[config.mk]
export PLATFORM = sky130hd
export DESIGN_NAME = uid_direct_mapped_cache_core
export DESIGN_NICKNAME = d
export VERILOG_FILES = /design/src/sv/udmc_pkg.sv /design/src/sv/udmc_div.sv /design/src/sv/uid_direct_mapped_cache_core.sv
export SDC_FILE = /design/constraint.sdc
export NUM_CORES = 2
export LEC_CHECK = 0
export BUFFER_PORTS_ARGS = -buffer_cell sky130_fd_sc_hd__buf_2
export CORE_MARGIN = 8
export CORE_UTILIZATION = 59
export CTS_BUF_LIST = sky130_fd_sc_hd__clkbuf_4 sky130_fd_sc_hd__clkbuf_8
export DETAILED_ROUTE_END_ITERATION = 8
export HOLD_SLACK_MARGIN = 0.08
export PLACE_DENSITY_LB_ADDON = 0.25
export SLEW_MARGIN = 20
export SYNTH_ARGS = -nofsm -noshare
export SYNTH_HDL_FRONTEND = slang
export SYNTH_MEMORY_MAX_BITS = 65536
export SYNTH_SLANG_ARGS = --single-unit
[constraint.sdc]
create_clock -name clk -period 4.7 [get_ports clk]
set_clock_uncertainty 0.05 [all_clocks]
set_input_delay 0.94 -clock clk [delete_from_list [all_inputs] [get_ports clk]]
set_output_delay 0.94 -clock clk [all_outputs]
set_load 0.05 [all_outputs]
[src/sv/udmc_pkg.sv]
`default_nettype none

package udmc_pkg;

  // fixed field widths
  localparam int ID_W      = 32;
  localparam int CNT_W     = 32;
  localparam int CAP_W     = 7;
  localparam int SLOT_W    = 6;
  localparam int OUT_W     = 72;
  localparam int STEP_W    = 5;

  // defaults
  localparam int              SLOTS_DEF = 64;
  localparam logic [CAP_W-1:0] CAP_RESET = 7'd64;

  // divider result seen by the lookup control
  typedef struct packed {
    logic             done;
    logic [CAP_W-1:0] rem;
  } div_res_t;

endpackage

`default_nettype wire

[src/sv/udmc_div.sv]
`default_nettype none

// serial restoring remainder, one dividend bit per cycle
module udmc_div (
  input  wire logic                         clk,
  input  wire logic                         rst_n,
  input  wire logic                         start,
  input  wire logic [udmc_pkg::ID_W-1:0]    dividend,
  input  wire logic [udmc_pkg::CAP_W-1:0]   divisor,
  output udmc_pkg::div_res_t                res
);

  localparam int CW = udmc_pkg::CAP_W;
  localparam int DW = udmc_pkg::ID_W;
  localparam int SW = udmc_pkg::STEP_W;

  logic [DW-1:0] dvd_r;
  logic [CW-1:0] dsr_r;
  logic [CW-1:0] rem_r;
  logic [SW-1:0] cnt_r;
  logic          busy_r;
  logic          done_r;

  logic [CW:0]   trial;
  logic [CW:0]   diff;
  logic [CW-1:0] rem_nxt;

  // shift in the next dividend bit and subtract when it fits
  always_comb begin
    trial   = {rem_r, dvd_r[DW-1]};
    diff    = trial - {1'b0, dsr_r};
    rem_nxt = (trial >= {1'b0, dsr_r}) ? diff[CW-1:0] : trial[CW-1:0];
  end

  always_ff @(posedge clk) begin
    if (!rst_n) begin
      busy_r <= 1'b0;
      done_r <= 1'b0;
      cnt_r  <= '0;
    end else begin
      done_r <= 1'b0;
      if (start) begin
        dvd_r  <= dividend;
        dsr_r  <= divisor;
        rem_r  <= '0;
        cnt_r  <= SW'(DW - 1);
        busy_r <= 1'b1;
      end else if (busy_r) begin
        rem_r <= rem_nxt;
        dvd_r <= {dvd_r[DW-2:0], 1'b0};
        cnt_r <= cnt_r - 1'b1;
        if (cnt_r == '0) begin
          busy_r <= 1'b0;
          done_r <= 1'b1;
        end
      end
    end
  end

  assign res.done = done_r;
  assign res.rem  = rem_r;

endmodule

`default_nettype wire

[src/sv/uid_direct_mapped_cache_core.sv]
// path: an accepted input beat passes through the 32-step serial remainder,
//   its done cycle, one slot read and the check before its result beat is valid
// flow: one lookup at a time, a new input beat is taken once the result is loaded
// reset: synchronous, active low; capacity returns to 64 and a clearing pass
//   empties the slot memory, no input beat is taken meanwhile
`default_nettype none

module uid_direct_mapped_cache_core #(
  parameter int SLOTS = udmc_pkg::SLOTS_DEF
) (
  input  wire logic                          clk,
  input  wire logic                          rst_n,
  // input beat, tdata: user_id[31:0]
  input  wire logic                          in_tvalid,
  output logic                               in_tready,
  input  wire logic [udmc_pkg::ID_W-1:0]     in_tdata,
  // result beat, tdata: hit[0], slot_index[6:1], use_count[38:7],
  //   replaced_valid[39], replaced_id[71:40]
  output logic                               out_tvalid,
  input  wire logic                          out_tready,
  output logic [udmc_pkg::OUT_W-1:0]         out_tdata,
  // capacity register write
  input  wire logic                          cfg_valid,
  output logic                               cfg_ready,
  input  wire logic [udmc_pkg::CAP_W-1:0]    cfg_data
);

  localparam int IDX_W = (SLOTS > 1) ? $clog2(SLOTS) : 1;
  localparam int CW    = udmc_pkg::CAP_W;
  localparam int IW    = udmc_pkg::ID_W;
  localparam int NW    = udmc_pkg::CNT_W;
  localparam int SLW   = udmc_pkg::SLOT_W;

  typedef struct packed {
    logic          valid;
    logic [IW-1:0] id;
    logic [NW-1:0] uses;
  } entry_t;

  typedef enum logic [2:0] {S_CLEAR, S_IDLE, S_DIV, S_READ, S_CHECK} state_t;

  state_t            state_r;
  logic [CW-1:0]     cap_r;
  logic [IW-1:0]     id_r;
  logic [CW-1:0]     slot_r;
  logic [IDX_W-1:0]  clr_cnt_r;
  logic              out_tvalid_r;
  logic [udmc_pkg::OUT_W-1:0] out_tdata_r;

  entry_t            slot_mem [SLOTS];
  entry_t            rd_r;

  logic [CW-1:0]     eff_cap;
  logic              in_acc;
  logic              can_load;
  logic              out_load;
  udmc_pkg::div_res_t div_res;

  logic              mem_we;
  logic [IDX_W-1:0]  mem_wa;
  entry_t            mem_wd;
  logic              mem_re;
  logic [IDX_W-1:0]  slot_idx;

  logic              hit;
  logic              rep_valid;
  logic [IW-1:0]     rep_id;
  logic [NW-1:0]     uses_nxt;

  // capacity clamped to 1..SLOTS
  always_comb begin
    if (cap_r == '0) begin
      eff_cap = CW'(1);
    end else if (int'(cap_r) > SLOTS) begin
      eff_cap = CW'(SLOTS);
    end else begin
      eff_cap = cap_r;
    end
  end

  assign in_tready = (state_r == S_IDLE);
  assign in_acc    = in_tvalid && in_tready;
  assign cfg_ready = 1'b1;
  assign can_load  = !out_tvalid_r || out_tready;
  assign out_load  = (state_r == S_CHECK) && can_load;
  assign slot_idx  = IDX_W'(slot_r);

  udmc_div u_div (
    .clk      (clk),
    .rst_n    (rst_n),
    .start    (in_acc),
    .dividend (in_tdata),
    .divisor  (eff_cap),
    .res      (div_res)
  );

  // hit or miss on the entry just read
  always_comb begin
    hit       = rd_r.valid && (rd_r.id == id_r);
    rep_valid = rd_r.valid && (rd_r.id != id_r);
    rep_id    = rep_valid ? rd_r.id : '0;
    uses_nxt  = hit ? (rd_r.uses + 1'b1) : NW'(1);
  end

  // memory port control: clearing pass or write back of the looked-up entry
  always_comb begin
    mem_re = (state_r == S_READ);
    if (state_r == S_CLEAR) begin
      mem_we = 1'b1;
      mem_wa = clr_cnt_r;
      mem_wd = '0;
    end else begin
      mem_we      = out_load;
      mem_wa      = slot_idx;
      mem_wd.valid = 1'b1;
      mem_wd.id    = id_r;
      mem_wd.uses  = uses_nxt;
    end
  end

  // slot memory, one write and one registered read port
  always_ff @(posedge clk) begin
    if (mem_we) begin
      slot_mem[mem_wa] <= mem_wd;
    end
    if (mem_re) begin
      rd_r <= slot_mem[slot_idx];
    end
  end

  // capacity register
  always_ff @(posedge clk) begin
    if (!rst_n) begin
      cap_r <= udmc_pkg::CAP_RESET;
    end else if (cfg_valid) begin
      cap_r <= cfg_data;
    end
  end

  // lookup sequencer and result register
  always_ff @(posedge clk) begin
    if (!rst_n) begin
      state_r      <= S_CLEAR;
      clr_cnt_r    <= '0;
      out_tvalid_r <= 1'b0;
    end else begin
      // result valid: set on a finished lookup, cleared once taken
      if (out_load) begin
        out_tvalid_r <= 1'b1;
      end else if (out_tready) begin
        out_tvalid_r <= 1'b0;
      end
      unique case (state_r)
        S_CLEAR: begin
          clr_cnt_r <= clr_cnt_r + 1'b1;
          if (clr_cnt_r == IDX_W'(SLOTS - 1)) begin
            state_r <= S_IDLE;
          end
        end
        S_IDLE: begin
          if (in_acc) begin
            id_r    <= in_tdata;
            state_r <= S_DIV;
          end
        end
        S_DIV: begin
          if (div_res.done) begin
            slot_r  <= div_res.rem;
            state_r <= S_READ;
          end
        end
        S_READ: begin
          state_r <= S_CHECK;
        end
        S_CHECK: begin
          if (can_load) begin
            out_tdata_r  <= {rep_id, rep_valid, uses_nxt, slot_r[SLW-1:0], hit};
            state_r      <= S_IDLE;
          end
        end
        default: begin
          state_r <= S_IDLE;
        end
      endcase
    end
  end

  assign out_tvalid = out_tvalid_r;
  assign out_tdata  = out_tdata_r;

endmodule

`default_nettype wire

Word-level counts from Yosys, hierarchy flattened
Memory sizes are Yosys's and may differ from the RTL's. A register that Yosys moved wholly into a read port is not among the register bits.
Index checks and enable logic that the tools add are counted.
Widths: inputs -> output; s select.
- output and inout port bits: 75
- input port bits: 44
- register bits after elaboration: 180
- word-level logic and storage cells: 78
- memories: 1
- memory bits (writable): 4160
- memories (memory ; depth ; bits a word ; read ports ; clocked after memory_dff ; wr ports ; RTL line ; RTL):
    slot_mem ; 64 ; 65 ; 1 ; 1 ; 1 ; uid_direct_mapped_cache_core.sv:50 ; entry_t slot_mem [SLOTS];
- reduce and logical (&&, ||, !) cells: 19
- bitwise gates (word level): 2
- muxes and demuxes: 24
- $add $sub $neg: 4
- eq/ne operators: 11
- magnitude comparators: 2
- operators by type and width (operator ; count):
    $mux 32 ; 3
    $mux 65 ; 1
    $add 32x1->32 const B ; 1
    $eq 32x32->1 ; 1
    $ne 32x32->1 ; 1
    $mux 7 ; 3
    $pmux 3 s5 ; 1
    $mux 3 ; 4
    $mux 5 ; 2
    $mux 1 ; 9
    $reduce_and 3->1 ; 3
    $ge 8x7->1 ; 1
    $gt 7x7->1 const B ; 1
    $logic_not 7->1 ; 1
    $sub 7x7->7 ; 1
    $add 6x1->6 const B ; 1
    $eq 3x2->1 const B ; 2
    $eq 6x6->1 const B ; 1
    $mux 6 ; 1
    $ne 2x1->1 const B ; 3
    $logic_not 5->1 ; 1
    $sub 5x1->5 const B ; 1
    $logic_and 1x1->1 ; 4
    $reduce_and 2->1 ; 2
    other kinds (11) ; 13

Longest topological paths before layout
- word-level depth: 6
- gate-level depth with buffers: 11

Hierarchy
A second synthesis with hierarchy kept.
- cell total of the unflattened synthesis: 7306
- area, all modules: 167114.0 µm²
- by module, submodules not included (module ; instances ; cells each ; seq. area each (µm²) ; area an instance (µm²)):
    uid_direct_mapped_cache_core ; 1 ; 7118 ; 130515.2 ; 164537.8
    udmc_div ; 1 ; 188 ; 1521.5 ; 2576.2

Worst setup path before layout
OpenSTA, ideal clock, no wires.
- path type: input -> register
- start: in out_tready
- end: mem slot_mem[44][0] (netlist name) (enable)
- arrival: 4.498 ns
- cell stages on the path: 5
- required time: 4.161 ns
- path buffers: 0
- setup time: 0.489 ns
- setup slack: -0.337 ns
- path through: nor2b_1 -> a211o_1 -> nor4_1 -> nand2_1 -> nor2_1
- cells in the longest elaborated chain, start to end: 5
- RTL lines (element ; RTL line ; RTL):
    start, declared ; uid_direct_mapped_cache_core.sv:20 ; input wire logic out_tready,
    $logic_or 1x1->1 ; uid_direct_mapped_cache_core.sv:84 ; assign can_load = !out_tvalid_r || out_tready;
    $logic_and 1x1->1 ; uid_direct_mapped_cache_core.sv:85 ; assign out_load = (state_r == S_CHECK) && can_load;
    $mux 1 ; uid_direct_mapped_cache_core.sv:108 ; if (state_r == S_CLEAR) begin
    $mux 1 ; uid_direct_mapped_cache_core.sv:123 ; if (mem_we) begin
    $mux 1 (implied by the code) ; uid_direct_mapped_cache_core.sv:124 ; slot_mem[mem_wa] <= mem_wd;
    end, declared ; uid_direct_mapped_cache_core.sv:50 ;
Every way passes these cells.

==> flow_summary_export.csv <==
group,metric,value,unit
grt,grt_pass1_wl,643000,um
timing,fmax,254,MHz
worst_setup_path,cp-start-kind,"register",
grt,grt_max_degree,96,
routing,wl,465000,um
worst_setup_path,endpoint_kind,"register",
routing,via_count,85300,
place,dpl_cell_area,177000,sq um
status,violations,"design-rule violations",
status,outcome,"complete, but fails checks",
grt,antenna_found_initial,13,
yosys,synth_top_flop_cell,"edfxtp_1",
finish,final_core_util,67.1,%
worst_setup_path,r2r-start,"state_r[1]",
floorplan,core,284000,sq um
floorplan,fp.dieW,549,um
grt,grt.total_usage,30.6,%
grt,grt_pass1_vias,83800,
yosys,ys_types,56,
timing,relSlewSlack,23.2,%
clocking,postCtsSetupRepairBufs,0,
floorplan,rows,196,
clocking,cts_made_buffers,675,
routing,drt-initial-drc-count,14800,
routing,drcViolationCount,2,
hold_path,hp-class,"in2reg",
timing,fin_crit,3.93,ns
finish,fin_area,190000,sq um
timing,finalSetupViolCount,0,
clocking,cts.sinks,4405,
worst_setup_path,worstPathMaxFanout,60,
clocking,h-tree-depth,6,
finish,layoutNonFillerInstCount,12200,
timing,hold_violations,0,
routing,routedWlPerCell,38.1,um
clocking,clk_latency,1.24,ns
worst_setup_path,worstReg2RegEnd,"slot_mem[22][9]",
timing,rsz0062_at_grt,"false",
routing,drt_pass1_iterations,8,
finish,nets,7975,
yosys,netlist_area,168000,sq um
floorplan,io_pins,119,
worst_setup_path,r2r_setup_slack,0.77,ns
worst_setup_path,crit_type,"reg2reg",
floorplan,initial_core_util,59.1,%
routing,vias_per_cell,6.99,
power,total_power,74.3,mW
timing,slew_viol_final,0,
clocking,clockBufferDepth,4,
yosys,syn_nets,7146,
floorplan,die_h,549,um
power,ir_worst_vdd,277,uV
clocking,clkTransAtPathRegs,0.07,ns
timing,fin_crit_sh,83.7,%
grt,gr-total-overflow,0,
yosys,synthCells,7091,
yosys,synth_edf_count,4381,
place,port-buffer-count,117,
place,post-dp-hpwl,237000,um
finish,synthToLayoutAreaGrowth,13.5,%
yosys,syn_area_per_cell,23.7,sq um
finish,drive_above_1_share,33.9,%
hold_path,min_path_cells,2,
yosys,synth-seq-area-share,78.7,%
power,p_leak,59.5,nW
place,routabilityCongestion,0.837,
power,p_per_area,390,nW/um^2
routing,final_antenna_net_count,0,
clocking,root_buffer,"clkbuf_8",
hold_path,min-delay-start,"in_tdata[3]",
clocking,cts_tree,"built",
worst_setup_path,cp.arrival,4.89,ns
timing,tightest_slew,1.15,ns
yosys,ys_ff_latch,4405,
yosys,synth-async-reset-ratio,0,%
flow_run,drv_cap,0,
clocking,ctsResizeCount,0,
floorplan,die-area,302000,sq um
worst_setup_path,reg2regPathDepth,8,
place,dp.cells,10900,
yosys,yosysWarnings,0,
hold_path,holdPathEnd,"id_r[3]",
worst_setup_path,critical_path_required,5.66,ns
clocking,hold_buffers,55,
[area by class of cell]
type	count	area, sq um
clock inverter	268	1840
fill	17200	93500
timing repair buffer	524	5760
sequential	4405	132000
multi-input combinational	2294	34800
inverter	20	80.1
clock buffer	921	11200
tap	3762	4710
antenna	11	27.5
[through the flow]
stage	hold WS (ns)	worst slack [ns]	TNS, ns
after floorplan	0.371	-0.337	-785.72
after global placement	0.457	0.620	0
after detailed placement	0.442	0.628	0
after CTS	0.286	0.878	0
after global routing	0.341	0.746	0
final	0.411	0.766	0
[cell usage after synthesis, drive strengths merged (14+ instances only)]
library cell / count / area (sq um)
edfxtp: 4381 / 132000
mux4: 1179 / 26600
nor2: 219 / 825
buf: 196 / 996
mux2i: 179 / 1790
clkbuf: 176 / 661
o22ai: 130 / 813
and2: 71 / 444
nand2: 63 / 236
a21oi: 60 / 304
xor2: 59 / 517
a22oi: 56 / 420
o221ai: 51 / 447
mux2: 31 / 349
dfxtp: 24 / 480
nand3: 24 / 120
o21ai: 23 / 115
inv: 20 / 75.1
nor2b: 19 / 119
a31oi: 14 / 87.6
nand4: 14 / 87.6
xnor2: 14 / 123
[sequential cells by signal, indices dropped and copies added, names as in the netlist, 5 cells and up]
| register | flops |
|---|---|
| out_tdata | 72 |
| clr_cnt_r | 6 |
| u_div.dsr_r | 7 |
| u_div.cnt_r | 5 |
| u_div.rem_r | 7 |
| id_r | 32 |
| rd_r | 65 |
| slot_r | 6 |
| u_div.dvd_r | 32 |
| cap_r | 7 |
| slot_mem | 4160 |
[power breakdown]
part	internal [mW]	switching [mW]	leakage, nW
registers	42.8	0.0611	39.5
clock network	15.9	15.0	6.92
logic	0.167	0.358	13.1
[cell usage in the layout (no fill, tap or decap), types with 23 or more instances in the layout]
master,count
dfxtp_1,24
and2_1,56
o21ai_0,23
edfxtp_1,4381
mux4_2,1179
dlygate4sd3_1,55
buf_2,117
a21oi_1,58
buf_4,195
clkbuf_4,237
clkinv_2,57
clkinv_1,147
o22ai_1,130
nor2_4,91
mux2_2,31
xor2_1,59
nand2_1,62
o221ai_1,51
clkbuf_8,684
a22oi_1,56
mux2i_1,179
buf_12,155
nor2_1,121
[critical path, cell delays in order (launching register included)]
cell and delay [ns]:
dfxtp_1 0.58, nor3_2 0.12, clkinv_2 0.20, buf_4 0.56
buf_4 0.66, nand3_4 0.48, buf_12 0.39, nor2_4 0.26
buf_12 0.26
[cells by family after synthesis]
logic type               after synthesis  share of synthesized area, %
other                                  1                       0.00223
flip-flops                          4405                          78.7
multiplexers                        1389                          17.1
AO/OA/AOI/OAI                        358                          1.41
buffers and inverters                392                          1.03
adder cells (fa/ha/maj)               11                        0.0865
XOR/XNOR                              73                         0.381
AND/OR/NAND/NOR                      462                          1.30
[per-layer routing]
| metal | global-route usage [%] | part of all wire (%) | vias up | routed length, um |
|---|---|---|---|---|
| met5 | 0 | 0.011 | - | 51 |
| met4 | 11.7 | 4.3 | 8 | 19900 |
| met3 | 8.02 | 14 | 1062 | 64600 |
| met2 | 45.6 | 46 | 6968 | 212000 |
| met1 | 44.2 | 36 | 45000 | 168000 |
| li1 | - | - | 32200 | - |
[worst max path at each step]
stage                      endpoint        from  slack, ns
floorplan           slot_mem[44][0]  out_tready      -0.34
global placement     slot_mem[0][4]  out_tready       0.62
detailed placement   slot_mem[0][4]  out_tready       0.63
CTS                 slot_mem[50][6]  state_r[0]       0.88
global route        slot_mem[50][6]  state_r[1]       0.75
finish              slot_mem[22][9]  state_r[1]       0.77
Note: power is estimated with default switching activity, not from simulation.
